[config.mk]
export PLATFORM = sky130hd
export DESIGN_NAME = weekly_window_profile_select
export DESIGN_NICKNAME = d
export VERILOG_FILES = /design/src/sv/wwps_pkg.sv /design/src/sv/weekly_window_profile_select.sv
export SDC_FILE = /design/constraint.sdc
export NUM_CORES = 1
export LEC_CHECK = 0
export BUFFER_PORTS_ARGS = -buffer_cell sky130_fd_sc_hd__buf_2
export CAP_MARGIN = 15
export CORE_UTILIZATION = 55
export CTS_CLUSTER_SIZE = 10
export DETAILED_ROUTE_END_ITERATION = 7
export PLACE_DENSITY = 0.72
export SETUP_SLACK_MARGIN = 0.5
export SYNTH_ARGS = -nofsm -noshare
export SYNTH_HDL_FRONTEND = slang
export SYNTH_SLANG_ARGS = --single-unit
[constraint.sdc]
create_clock -name clk_i -period 2.7 [get_ports clk_i]
set_clock_uncertainty 0.05 [all_clocks]
set_input_delay 0.135 -clock clk_i [delete_from_list [all_inputs] [get_ports clk_i]]
set_output_delay 0.135 -clock clk_i [all_outputs]
set_load 0.005 [all_outputs]
[src/sv/wwps_pkg.sv]
package wwps_pkg;

  localparam int unsigned DAY_W       = 3;
  localparam int unsigned MIN_W       = 11;
  localparam int unsigned NUM_DAYS    = 7;
  localparam int unsigned IDX_W       = 3;
  localparam int unsigned COUNT_W     = 3;
  localparam int unsigned CFG_IDX_W   = 3;
  localparam int unsigned CFG_DATA_W  = 30;
  localparam int unsigned IN_TDATA_W  = 16;
  localparam int unsigned OUT_TDATA_W = 8;

  localparam logic [DAY_W-1:0] DAY_INVALID = 3'd7;

  localparam logic [CFG_IDX_W-1:0] CFG_PROFILE_COUNT = 3'd0;
  localparam logic [CFG_IDX_W-1:0] CFG_PROFILE_BASE  = 3'd1;

  // packed as in the profile register, enable at the top
  typedef struct packed {
    logic                enable;
    logic [NUM_DAYS-1:0] days;
    logic [MIN_W-1:0]    end_min;
    logic [MIN_W-1:0]    open_min;
  } profile_t;

  typedef struct packed {
    logic [IDX_W-1:0] profile_index;
    logic             matched;
  } result_t;

endpackage

[src/sv/weekly_window_profile_select.sv]
// channel     dir  handshake                     payload
// s_axis      in   s_axis_tvalid/s_axis_tready   tdata: weekday[2:0], now_min[13:3]
// m_axis      out  m_axis_tvalid/m_axis_tready   tdata: matched[0], profile_index[3:1]
// cfg         in   cfg_we_i (no wait)            cfg_idx_i, cfg_wdata_i
//
// one request per cycle while the output is taken; three register stages, so a
// request passes stage 1, stage 2 and the output register before m_axis_tvalid rises
// stages: day decode, parallel window compare of all profiles, priority pick
// one shared stall enable moves all stages; ready drops only while the
// output register holds a result that is not taken
// reset clears all valid bits and the profile registers
module weekly_window_profile_select #(
  parameter int unsigned MAX_PROFILES = 7
) (
  input  logic                                clk_i,
  input  logic                                rst_ni,
  input  logic                                cfg_we_i,
  input  logic [wwps_pkg::CFG_IDX_W-1:0]      cfg_idx_i,
  input  logic [wwps_pkg::CFG_DATA_W-1:0]     cfg_wdata_i,
  input  logic                                s_axis_tvalid,
  output logic                                s_axis_tready,
  // weekday[2:0], now_min[13:3], zeros above
  input  logic [wwps_pkg::IN_TDATA_W-1:0]     s_axis_tdata,
  output logic                                m_axis_tvalid,
  input  logic                                m_axis_tready,
  // matched[0], profile_index[3:1], zeros above
  output logic [wwps_pkg::OUT_TDATA_W-1:0]    m_axis_tdata
);
  import wwps_pkg::*;

  logic [COUNT_W-1:0] count_q;
  profile_t           profile_q [MAX_PROFILES];

  always_ff @(posedge clk_i or negedge rst_ni) begin
    if (!rst_ni) begin
      count_q <= '0;
      for (int i = 0; i < int'(MAX_PROFILES); i++) begin
        profile_q[i] <= '0;
      end
    end else if (cfg_we_i) begin
      if (cfg_idx_i == CFG_PROFILE_COUNT) begin
        count_q <= cfg_wdata_i[COUNT_W-1:0];
      end
      for (int i = 0; i < int'(MAX_PROFILES); i++) begin
        if (cfg_idx_i == CFG_IDX_W'(int'(CFG_PROFILE_BASE) + i)) begin
          profile_q[i] <= profile_t'(cfg_wdata_i);
        end
      end
    end
  end

  // profiles in use; a count above the profile number covers all of them
  logic [MAX_PROFILES-1:0] in_use;
  always_comb begin
    for (int i = 0; i < int'(MAX_PROFILES); i++) begin
      in_use[i] = (32'(i) < 32'(count_q));
    end
  end

  logic adv;
  logic m_valid_q;
  assign adv           = !m_valid_q || m_axis_tready;
  assign s_axis_tready = adv;

  // stage 1: day decode
  logic [DAY_W-1:0]    in_day;
  logic [MIN_W-1:0]    in_now;
  logic [NUM_DAYS-1:0] today_d;
  assign in_day = s_axis_tdata[DAY_W-1:0];
  assign in_now = s_axis_tdata[DAY_W+MIN_W-1:DAY_W];

  always_comb begin
    today_d = '0;
    if (in_day != DAY_INVALID) begin
      today_d[in_day] = 1'b1;
    end
  end

  logic                s1_valid_q;
  logic [MIN_W-1:0]    s1_now_q;
  logic [NUM_DAYS-1:0] s1_today_q;
  logic [NUM_DAYS-1:0] s1_prev_q;

  always_ff @(posedge clk_i or negedge rst_ni) begin
    if (!rst_ni) begin
      s1_valid_q <= 1'b0;
    end else if (adv) begin
      s1_valid_q <= s_axis_tvalid;
    end
  end

  always_ff @(posedge clk_i) begin
    if (adv && s_axis_tvalid) begin
      s1_now_q   <= in_now;
      s1_today_q <= today_d;
      s1_prev_q  <= {today_d[0], today_d[NUM_DAYS-1:1]};
    end
  end

  // stage 2: window compare, all profiles side by side
  logic [MAX_PROFILES-1:0] hit_d;
  always_comb begin
    for (int i = 0; i < int'(MAX_PROFILES); i++) begin
      logic on_today;
      logic on_prev;
      logic after_start;
      logic before_end;
      on_today    = |(profile_q[i].days & s1_today_q);
      on_prev     = |(profile_q[i].days & s1_prev_q);
      after_start = (s1_now_q >= profile_q[i].open_min);
      before_end  = (s1_now_q < profile_q[i].end_min);
      if (!profile_q[i].enable || !in_use[i] ||
          profile_q[i].open_min == profile_q[i].end_min) begin
        hit_d[i] = 1'b0;
      end else if (profile_q[i].open_min < profile_q[i].end_min) begin
        hit_d[i] = on_today && after_start && before_end;
      end else begin
        hit_d[i] = (after_start && on_today) || (before_end && on_prev);
      end
    end
  end

  logic                    s2_valid_q;
  logic [MAX_PROFILES-1:0] s2_hit_q;

  always_ff @(posedge clk_i or negedge rst_ni) begin
    if (!rst_ni) begin
      s2_valid_q <= 1'b0;
    end else if (adv) begin
      s2_valid_q <= s1_valid_q;
    end
  end

  always_ff @(posedge clk_i) begin
    if (adv && s1_valid_q) begin
      s2_hit_q <= hit_d;
    end
  end

  // stage 3: lowest index wins
  result_t res_d;
  always_comb begin
    res_d = '0;
    for (int i = int'(MAX_PROFILES) - 1; i >= 0; i--) begin
      if (s2_hit_q[i]) begin
        res_d.matched       = 1'b1;
        res_d.profile_index = IDX_W'(i);
      end
    end
  end

  result_t res_q;

  always_ff @(posedge clk_i or negedge rst_ni) begin
    if (!rst_ni) begin
      m_valid_q <= 1'b0;
    end else if (adv) begin
      m_valid_q <= s2_valid_q;
    end
  end

  always_ff @(posedge clk_i) begin
    if (adv && s2_valid_q) begin
      res_q <= res_d;
    end
  end

  assign m_axis_tvalid = m_valid_q;
  assign m_axis_tdata  = OUT_TDATA_W'(res_q);

endmodule

==> flow_summary.toml, run 1 <==
[status]
outcome = "finished with violations"
violations = "DRC"

[floorplanning]
die_h_um = 166
io_pins = 64
dieWidth_um = 166
die_area_um2 = 27600
start_util = 0.565
core_um2 = 26200
rows = 59

[logic_synthesis]
yosys_most_used_dff = "dfrtp_1"
synth_edf_count = 29
synth.area.top_cells = "dfrtp_1, ha_1, mux2_2, edfxtp_1, inv_1"
synth_largest_area_cell = "dfrtp_1"
post-synth-top-count-cell = "ha_1"
yosys.area.top_type_share = 0.365
syn_avg_cell_area_um2 = 10.6
async_flop_share = 0.882
ys_ff_latch = 245
ys_seq_area_frac = 0.424
ys_types = 49
ys_top_cells_by_count = "ha_1, dfrtp_1, mux2_2"
syn_inst = 1399
syn-cell-area_um2 = 14800
ys_warn_count = 0

[clock_network]
tritoncts = "yes"
cts_sinks = 245
insertion_delay_ns = 0.58
clk_pin_slew_ns = 0.06
h-tree-depth = 1
cts_buffer_depth = 3
cts_buffers = 29
cts-root-buf = "clkbuf_16"

[placed_design]
post-dp-hpwl_um = 27400
gp_congestion = 0.941
port_buffers = 57
place_inst = 1785

[drt]
drt-initial-drc-count = 935
routedWlPerCell_um = 20.1
wl_um = 38000
drt_pass1_iterations = 7
drc_errors = 4
vias = 11206
postRouteAntennaNets = 0
vias_per_cell = 5.92

[cells_and_area]
finalNetCount = 1819
syn_to_final_growth_pct = 16.0
final_cells = 1892
layout-drive-gt1-share = 0.198
final_util = 0.656
antennaDiodeCount = 0

[setup_path]
worst-path-max-fanout = 9
crit_type = "reg -> reg"
worst_ep_arrival_time_ns = 2.49
cp-end-kind = "flop"
required_ns = 3.04
worstSetupStartpointType = "flop"

[timing]
relSlewSlack = 0.417
maxSlewViolCount = 0
hold_viol_final = 0
fin_crit_ns = 2.15
max_freq_ghz = 0.465
fin_setup_tns_ns = 0
period_share = 0.796
rsz0062_at_grt = "yes"
setup_viol = 0
tightest_slew_ns = 0.874

[job]
max_cap_viol_count = 0

[pwr]
p_leak_nw = 8.03
peakVddDrop_v = 0.000671
powerDensity_nw_per_um2 = 743

[grt]
grt_pass1_vias = 11399
grt-ovfl-total = 0
antenna_found_initial = 0
grt_max_degree = 70
globalRouteTotalUtil = 0.279
grt_first_pass_wirelength_um = 59900

[min_path]
hold_class = "in -> async"
==> area by class of cell <==
| cell class | instances | area [um2] |
|---|---|---|
| fillers | 2040 | 9020 |
| multi-input cells | 965 | 7830 |
| flip-flops and latches | 245 | 6280 |
| repair buffers | 150 | 1250 |
| clock buffers | 45 | 816 |
| inverters | 150 | 567 |
| well taps | 335 | 419 |
| clock inverters | 2 | 25.0 |
==> sequential cells by signal, summed over array words and instances (netlist names) <==
register / flops
count_q: 3
s1_prev_q: 1
s2_hit_q: 7
s1_now_q: 11
m_axis_tvalid: 1
s1_today_q: 6
m_axis_tdata: 4
s1_valid_q: 1
profile_q: 210
s2_valid_q: 1
==> cells in the final DEF (no fill, tap or decap), drive strengths merged, types with 4 or more instances in the layout <==
cell	n
a21o	15
nand4	33
a222oi	14
dlygate4sd3	49
conb	4
inv	150
o21ai	106
buf	101
dfrtp	216
ha	224
mux2	152
nor3b	5
clkbuf	45
nor3	15
nor2b	14
a211oi	16
nand3	31
a31oi	7
nand3b	7
a22oi	28
edfxtp	29
nor2	49
nand2	114
nand2b	9
a21oi	88
==> where the power goes <==
group          internal (mW)  switching, mW
Clock                   2.05           1.53
Sequential              4.53          0.566
Combinational           1.87           2.22
Total                   8.45           4.32
==> metal layers <==
| metal | vias to the layer above | wire, um | GRT usage |
|---|---|---|---|
| met4 | 0 | 1600 | 0.117 |
| li1 | 5323 | - | - |
| met5 | - | 0 | 0 |
| met2 | 326 | 18100 | 0.471 |
| met1 | 5467 | 16400 | 0.366 |
| met3 | 90 | 1910 | 0.0317 |
==> repair_timing <==
action                                  4_1_cts  5_1_grt
endpoints found under the setup margin        7        7
hold buffers                                 49        0
gates resized for setup                       7       20
endpoints found under the hold margin       394        0
buffers inserted                              9        2
pin swaps                                     1        9
==> worst paths after layout <==
path,to,cells after the start,start,slack (ns)
worst max-delay path,s2_hit_q[1]$_SDFFCE_PP0P_,7,s1_now_q[1]$_DFFE_PP_,0.55
worst max register to register,s2_hit_q[1]$_SDFFCE_PP0P_,7,s1_now_q[1]$_DFFE_PP_,0.55
min in group clk_i,profile_q[115]$_DFFE_PN0P_,4,cfg_idx_i[2],0.16
worst min-delay path,profile_q[185]$_DFFE_PN0P_,2,rst_ni,0.08
worst min register to register,m_axis_tvalid$_DFFE_PN0N_,1,s2_valid_q$_DFFE_PN0N_,0.43
max in group asynchronous,profile_q[61]$_DFFE_PN0P_,3,rst_ni,1.79
==> kinds of logic (layout without fill, tap and decap cells) <==
family / count (synthesis) / in the layout / share of synthesized area
adders and majority gates: 224 / 224 / 0.189
and+or+nand+nor: 289 / 289 / 0.0951
AOI/OAI and AO/OA: 296 / 296 / 0.123
muxes: 152 / 152 / 0.116
DFF: 245 / 245 / 0.424
buffers and inverters: 192 / 347 / 0.0531
other: 1 / 4 / 0.000253
==> critical path, stage by stage, from the launching register on <==
cell      delay, ns
edfxtp_1       0.52
buf_4          0.24
ha_1           0.28
nand3_1        0.07
a21oi_1        0.07
o41ai_2        0.37
nand3_1        0.15
a31oi_1        0.22
==> through the flow <==
step / total power, mW / worst slack (ns) / instance area, um2 / hold WS (ns)
finish: 12.8 / 0.550 / 17200 / 0.0762
global route: 13.6 / 0.470 / 17200 / 0.142
CTS: 12.7 / 0.504 / 17100 / 0.0997
detailed placement: 9.00 / 0.257 / 15600 / 0.0919
global placement: 8.76 / 0.293 / 15600 / 0.0917
floorplan: 7.76 / 0.682 / 14800 / -0.211
Note: power is estimated with default switching activity, not from simulation.
==> inputs of run 2 (changes only) <==
- PLACE_DENSITY: 0.72 -> 0.75
- clock period: 2.7 -> 1.9 ns (I/O delays scaled with it)
==> run 2 against run 1 <==
Against the previous run:
- the flow finishes with violations (DRC, setup timing)
- setup slack worse by 0.75 ns
- via count is 7.8% higher
- global-route usage is 2.5 points higher
- critical path type unchanged
- total power is 50% higher
- hold slack worse by 0.020 ns
- first-iteration DRC count is 15% higher
- critical path depth is 1 higher
- design area is 6.3% higher
- non-clock buffer count is 91 higher
- sequential power is 41% higher
- clock power is 38% higher
==> flow_summary.toml, run 2 (same netlist as run 1, synthesis figures left out) <==
[cells_and_area]
fin_area_um2 = 18300
layout_commonest_cell = "dfrtp_1"
final_cell_mix = "dfrtp_1, ha_1, mux2_2"
antennaDiodeCount = 0
syn_to_final_growth_pct = 23.3
finalNetCount = 1910
layout-drive-gt1-share = 0.278
reg_top3 = "profile_q: 210 flops, s1_now_q: 11 flops, s2_hit_q: 7 flops"
fill_cells = 1754
largest_reg_flops = 210
top_register = "profile_q"
final_util = 0.697

[pwr]
combPwrFrac = 0.368
p_sw_mw = 6.56
powerDensity_nw_per_um2 = 1050
intPower_mw = 12.6
p_leak_nw = 8.50
clkPwrFrac = 0.257
peakVddDrop_v = 0.000934
share_seq_of_total_power = 0.375
switching_share = 0.342

[floorplanning]
rows = 59
io_pins = 64
die_h_um = 166
die_area_um2 = 27600
core_um2 = 26200
dieWidth_um = 166
start_util = 0.565

[clock_network]
tritoncts = "yes"
cts_buffer_depth = 3
cts-root-buf = "clkbuf_16"
insertion_delay_ns = 0.55
cts_buffers = 29
clk_pin_slew_ns = 0.06
h-tree-depth = 1
cts_sinks = 245

[grt]
grt_max_degree = 70
globalRouteTotalUtil = 0.304
grt-ovfl-total = 0
grt_first_pass_wirelength_um = 65500
grt_pass1_vias = 12638
antenna_found_initial = 0

[setup_path]
cp-end-kind = "flop"
required_ns = 2.14
worst-path-max-fanout = 7
crit_type = "reg -> reg"
crit_family = "compound AO/OA/AOI/OAI gates"
worst_path_max_delay_cell = "edfxtp_1"
worstSetupStartpointType = "flop"
worst_ep_arrival_time_ns = 2.34
timing.rr.start = "s1_now_q[2]$_DFFE_PP_"
ff2ff_setup_slack_ns = -0.20
startpoint = "s1_now_q[2]$_DFFE_PP_"
crit_path_cell_trace = "buf_6, ha_4, nand2_2, o21ai_2, a31oi_2, o311a_1, o221ai_2, a21oi_1"
slowest_delay_ns = 0.45
critPathBufInv = 1

[timing]
max_freq_ghz = 0.477
period_share = 1.10
rsz0062_at_grt = "yes"
maxSlewViolCount = 0
relSlewSlack = 0.414
fin_crit_ns = 2.10
tightest_slew_ns = 0.868
fin_ws_ns = -0.195
setup_viol = 7
hold_viol_final = 0

[placed_design]
post-dp-hpwl_um = 28600
port_buffers = 57
gp_congestion = 0.904
placedInstanceArea_um2 = 16300

[status]
outcome = "finished with violations"
violations = "DRC, setup timing"

[drt]
drc_errors = 11
drt_pass1_iterations = 8
postRouteAntennaNets = 0
drt-initial-drc-count = 1074
vias_per_cell = 6.08
vias = 12077
routedWlPerCell_um = 21.0
wl_um = 41800

[min_path]
hold_class = "in -> async"

[job]
max_cap_viol_count = 0
==> run 2: changes by cell type in the layout (fill, tap and decap cells not counted), sizes merged <==
cell / previous run / this run
buf: 101 / 192
clkinv: 1 / 2
clkinvlp: 1 / 0
clkbuf: 45 / 46
inv: 150 / 151
==> run 2: path summary, 6_finish.rpt <==
check	endpoint	cells past startpoint
hold / removal	m_axis_tvalid$_DFFE_PN0N_	2
min in group clk_i	count_q[2]$_DFFE_PN0P_	3
max in group asynchronous	profile_q[172]$_DFFE_PN0P_	3
setup reg to reg	s2_hit_q[6]$_SDFFCE_PP0P_	8
setup / recovery	s2_hit_q[6]$_SDFFCE_PP0P_	8
hold reg to reg	m_axis_tvalid$_DFFE_PN0N_	1
==> run 2: worst register-to-register path: cells and delay by family (launching register included) <==
kind | cells | cell delay (ns)
fa+ha+maj | 1 | 0.27
buf+inv | 1 | 0.19
simple gates | 1 | 0.04
compound gates | 5 | 0.84
flops | 1 | 0.45
==> run 2: stage by stage <==
stage / setup TNS [ns] / hold WS (ns) / total power [mW] / worst slack, ns / std cells
4_1_cts: -0.831 / 0.0721 / 18.8 / -0.199 / 1978
3_3_place_gp: -1.50 / 0.0490 / 13.0 / -0.268 / 1869
3_5_place_dp: -1.85 / 0.0555 / 13.4 / -0.299 / 1869
5_1_grt: -1.57 / 0.121 / 20.4 / -0.263 / 1985
6_report: -1.12 / 0.0558 / 19.2 / -0.195 / 1985
2_1_floorplan: -0.135 / -0.251 / 11.0 / -0.0492 / 1402
==> run 2: power groups by stage <==
stage / registers [mW] / logic (mW) / clock network, mW
2_1_floorplan: 7.05 / 3.98 / 0
3_5_place_dp: 7.22 / 6.19 / 0
5_1_grt: 7.30 / 7.87 / 5.22
6_report: 7.19 / 7.05 / 4.94
3_3_place_gp: 7.17 / 5.84 / 0
4_1_cts: 7.15 / 6.63 / 5.02
==> run 2: repair_timing <==
action                                  CTS  global route
hold buffers                             49             0
endpoints found under the hold margin   435             0
pin swaps                                36            28
buffers inserted                         11             7
endpoints found under the setup margin   17             9
resized for setup                        60            50
==> run 2: final cells by class <==
class,count,area (um2),area share
Clock buffer,46,800,0.0438
Clock inverter,3,18.8,0.00103
Inverter,150,563,0.0308
Multi-Input combinational cell,965,8230,0.451
Sequential cell,245,6280,0.344
Tap cell,335,419,0.0229
Timing Repair Buffer,241,1950,0.107
==> run 2: per-layer routing <==
| layer | global-route usage | up-vias | wire length [um] | share of wire |
|---|---|---|---|---|
| li1 | - | 5516 | - | - |
| met4 | 0.162 | 0 | 2040 | 0.049 |
| met3 | 0.0508 | 132 | 2950 | 0.071 |
| met1 | 0.381 | 5939 | 16900 | 0.41 |
| met5 | 0 | - | 0 | 0 |
| met2 | 0.507 | 490 | 19800 | 0.47 |
==> inputs of run 3 (changes only) <==
- CORE_UTILIZATION: 55 -> 28
- PLACE_DENSITY: 0.75 -> 0.47
==> run 3 against run 2 <==
Against the previous run:
- total power is 3.7% higher
- the run ends with setup timing left
- critical path depth unchanged
- via count is 4.3% lower
==> flow_summary.toml, run 3 (same netlist as run 1, synthesis figures left out) <==
[floorplanning]
core_um2 = 51800
die_h_um = 232
dieWidth_um = 232
rows = 83
die_area_um2 = 53800
start_util = 0.286
io_pins = 64

[setup_path]
required_ns = 2.18
crit_family = "compound AO/OA/AOI/OAI gates"
crit_type = "reg -> reg"
slowest_delay_ns = 0.37
worst-path-max-fanout = 13
worstSetupStartpointType = "flop"
cp-end-kind = "flop"
crit_path_cell_trace = "buf_6, ha_1, nand2_1, o21ai_2, a31oi_2, o311a_1, o221ai_1, a21oi_1"
worst_ep_arrival_time_ns = 2.36
worst_path_max_delay_cell = "edfxtp_1"
critPathBufInv = 1

[clock_network]
cts_sinks = 245
cts_buffers = 30
cts-root-buf = "clkbuf_16"
h-tree-depth = 1
tritoncts = "yes"
insertion_delay_ns = 0.58
clk_pin_slew_ns = 0.06
cts_buffer_depth = 3

[timing]
max_freq_ghz = 0.482
rsz0062_at_grt = "yes"
fin_setup_tns_ns = -0.938
period_share = 1.09
setup_viol = 7
tightest_slew_ns = 0.645
whs_ns = 0.0348
hold_viol_final = 0
fin_ws_ns = -0.175
maxSlewViolCount = 0
relSlewSlack = 0.570
fin_crit_ns = 2.07

[min_path]
hold_class = "in -> async"

[placed_design]
post-dp-hpwl_um = 32800
dpl_worst_slack_ns = -0.328
port_buffers = 57
gp_congestion = 0.832
place_inst = 2258

[status]
outcome = "finished with violations"
violations = "setup timing"

[drt]
vias_per_cell = 4.85
vias = 11552
wl_um = 44200
drt-initial-drc-count = 603
drc_errors = 0
postRouteAntennaNets = 0
drt_pass1_iterations = 7
routedWlPerCell_um = 18.6

[cells_and_area]
finalNetCount = 1961
final_cells = 2381
layout-drive-gt1-share = 0.312
final_cell_mix = "dfrtp_1, ha_1, buf_4"
top_register = "profile_q"
layout_commonest_cell = "dfrtp_1"
antennaDiodeCount = 0
largest_reg_flops = 210
reg_top3 = "profile_q: 210 flops, s1_now_q: 11 flops, s2_hit_q: 7 flops"
fill_cells = 5082
syn_to_final_growth_pct = 30.6
final_util = 0.373

[pwr]
p_leak_nw = 8.83
peakVddDrop_v = 0.000738
powerDensity_nw_per_um2 = 1030

[grt]
grt-ovfl-total = 0
grt_first_pass_wirelength_um = 68300
grt_pass1_vias = 11970
globalRouteTotalUtil = 0.166
grt_max_degree = 59
antenna_found_initial = 1

[job]
max_cap_viol_count = 0
-- run 3: cell types whose count changed in the layout (fill, tap and decap cells not counted), sizes merged --
cell | before | now
clkinv | 2 | 3
clkbuf | 46 | 47
buf | 192 | 242
inv | 151 | 150
-- run 3: final cells by class --
type,count,area (um2),share of cell area
repair buffers,291,2410,0.124
clock buffers,47,885,0.0457
inverters,150,563,0.0291
flip-flops and latches,245,6280,0.324
multi-input cells,965,8340,0.431
well taps,680,851,0.0440
clock inverters,3,26.3,0.00136
-- run 3: worst paths after layout --
kind / from / end / slack [ns] / cells past startpoint
max in group asynchronous: rst_ni / profile_q[183]$_DFFE_PN0P_ / 1.12 / 3
worst min-delay path: rst_ni / s2_valid_q$_DFFE_PN0N_ / 0.03 / 2
worst min register to register: s2_valid_q$_DFFE_PN0N_ / m_axis_tvalid$_DFFE_PN0N_ / 0.44 / 1
worst max register to register: s1_now_q[2]$_DFFE_PP_ / s2_hit_q[6]$_SDFFCE_PP0P_ / -0.17 / 8
min in group clk_i: cfg_idx_i[1] / count_q[0]$_DFFE_PN0P_ / 0.06 / 3
worst max-delay path: s1_now_q[2]$_DFFE_PP_ / s2_hit_q[6]$_SDFFCE_PP0P_ / -0.17 / 8
-- run 3: what timing repair did --
action                                 4_1_cts  5_1_grt
pin swaps                                   45       10
buffers inserted                            13       11
endpoints found under the hold margin      457        0
resized for setup                           99       23
hold buffers                                49        0
setup endpoints to repair                   29        8
-- run 3: layer usage --
layer  global-route usage  vias up  wire length, um
met5                    0        -                0
met4               0.0356        0              648
met3               0.0204       46             1460
met2                0.294      175            21900
met1                0.214     5716            20200
li1                     -     5615                -
-- run 3: through the flow --
stage,power (mW),area [um2]
finish,19.9,19300
global route,21.4,19300
CTS,20.0,19200
detailed placement,13.8,17100
global placement,13.6,17100
floorplan,11.0,14800
-- run 3: power breakdown --
| group | internal (mW) | switching, mW |
|---|---|---|
| clock | 3.15 | 2.24 |
| sequential | 6.43 | 0.724 |
| combinational | 3.62 | 3.72 |
| total | 13.2 | 6.69 |
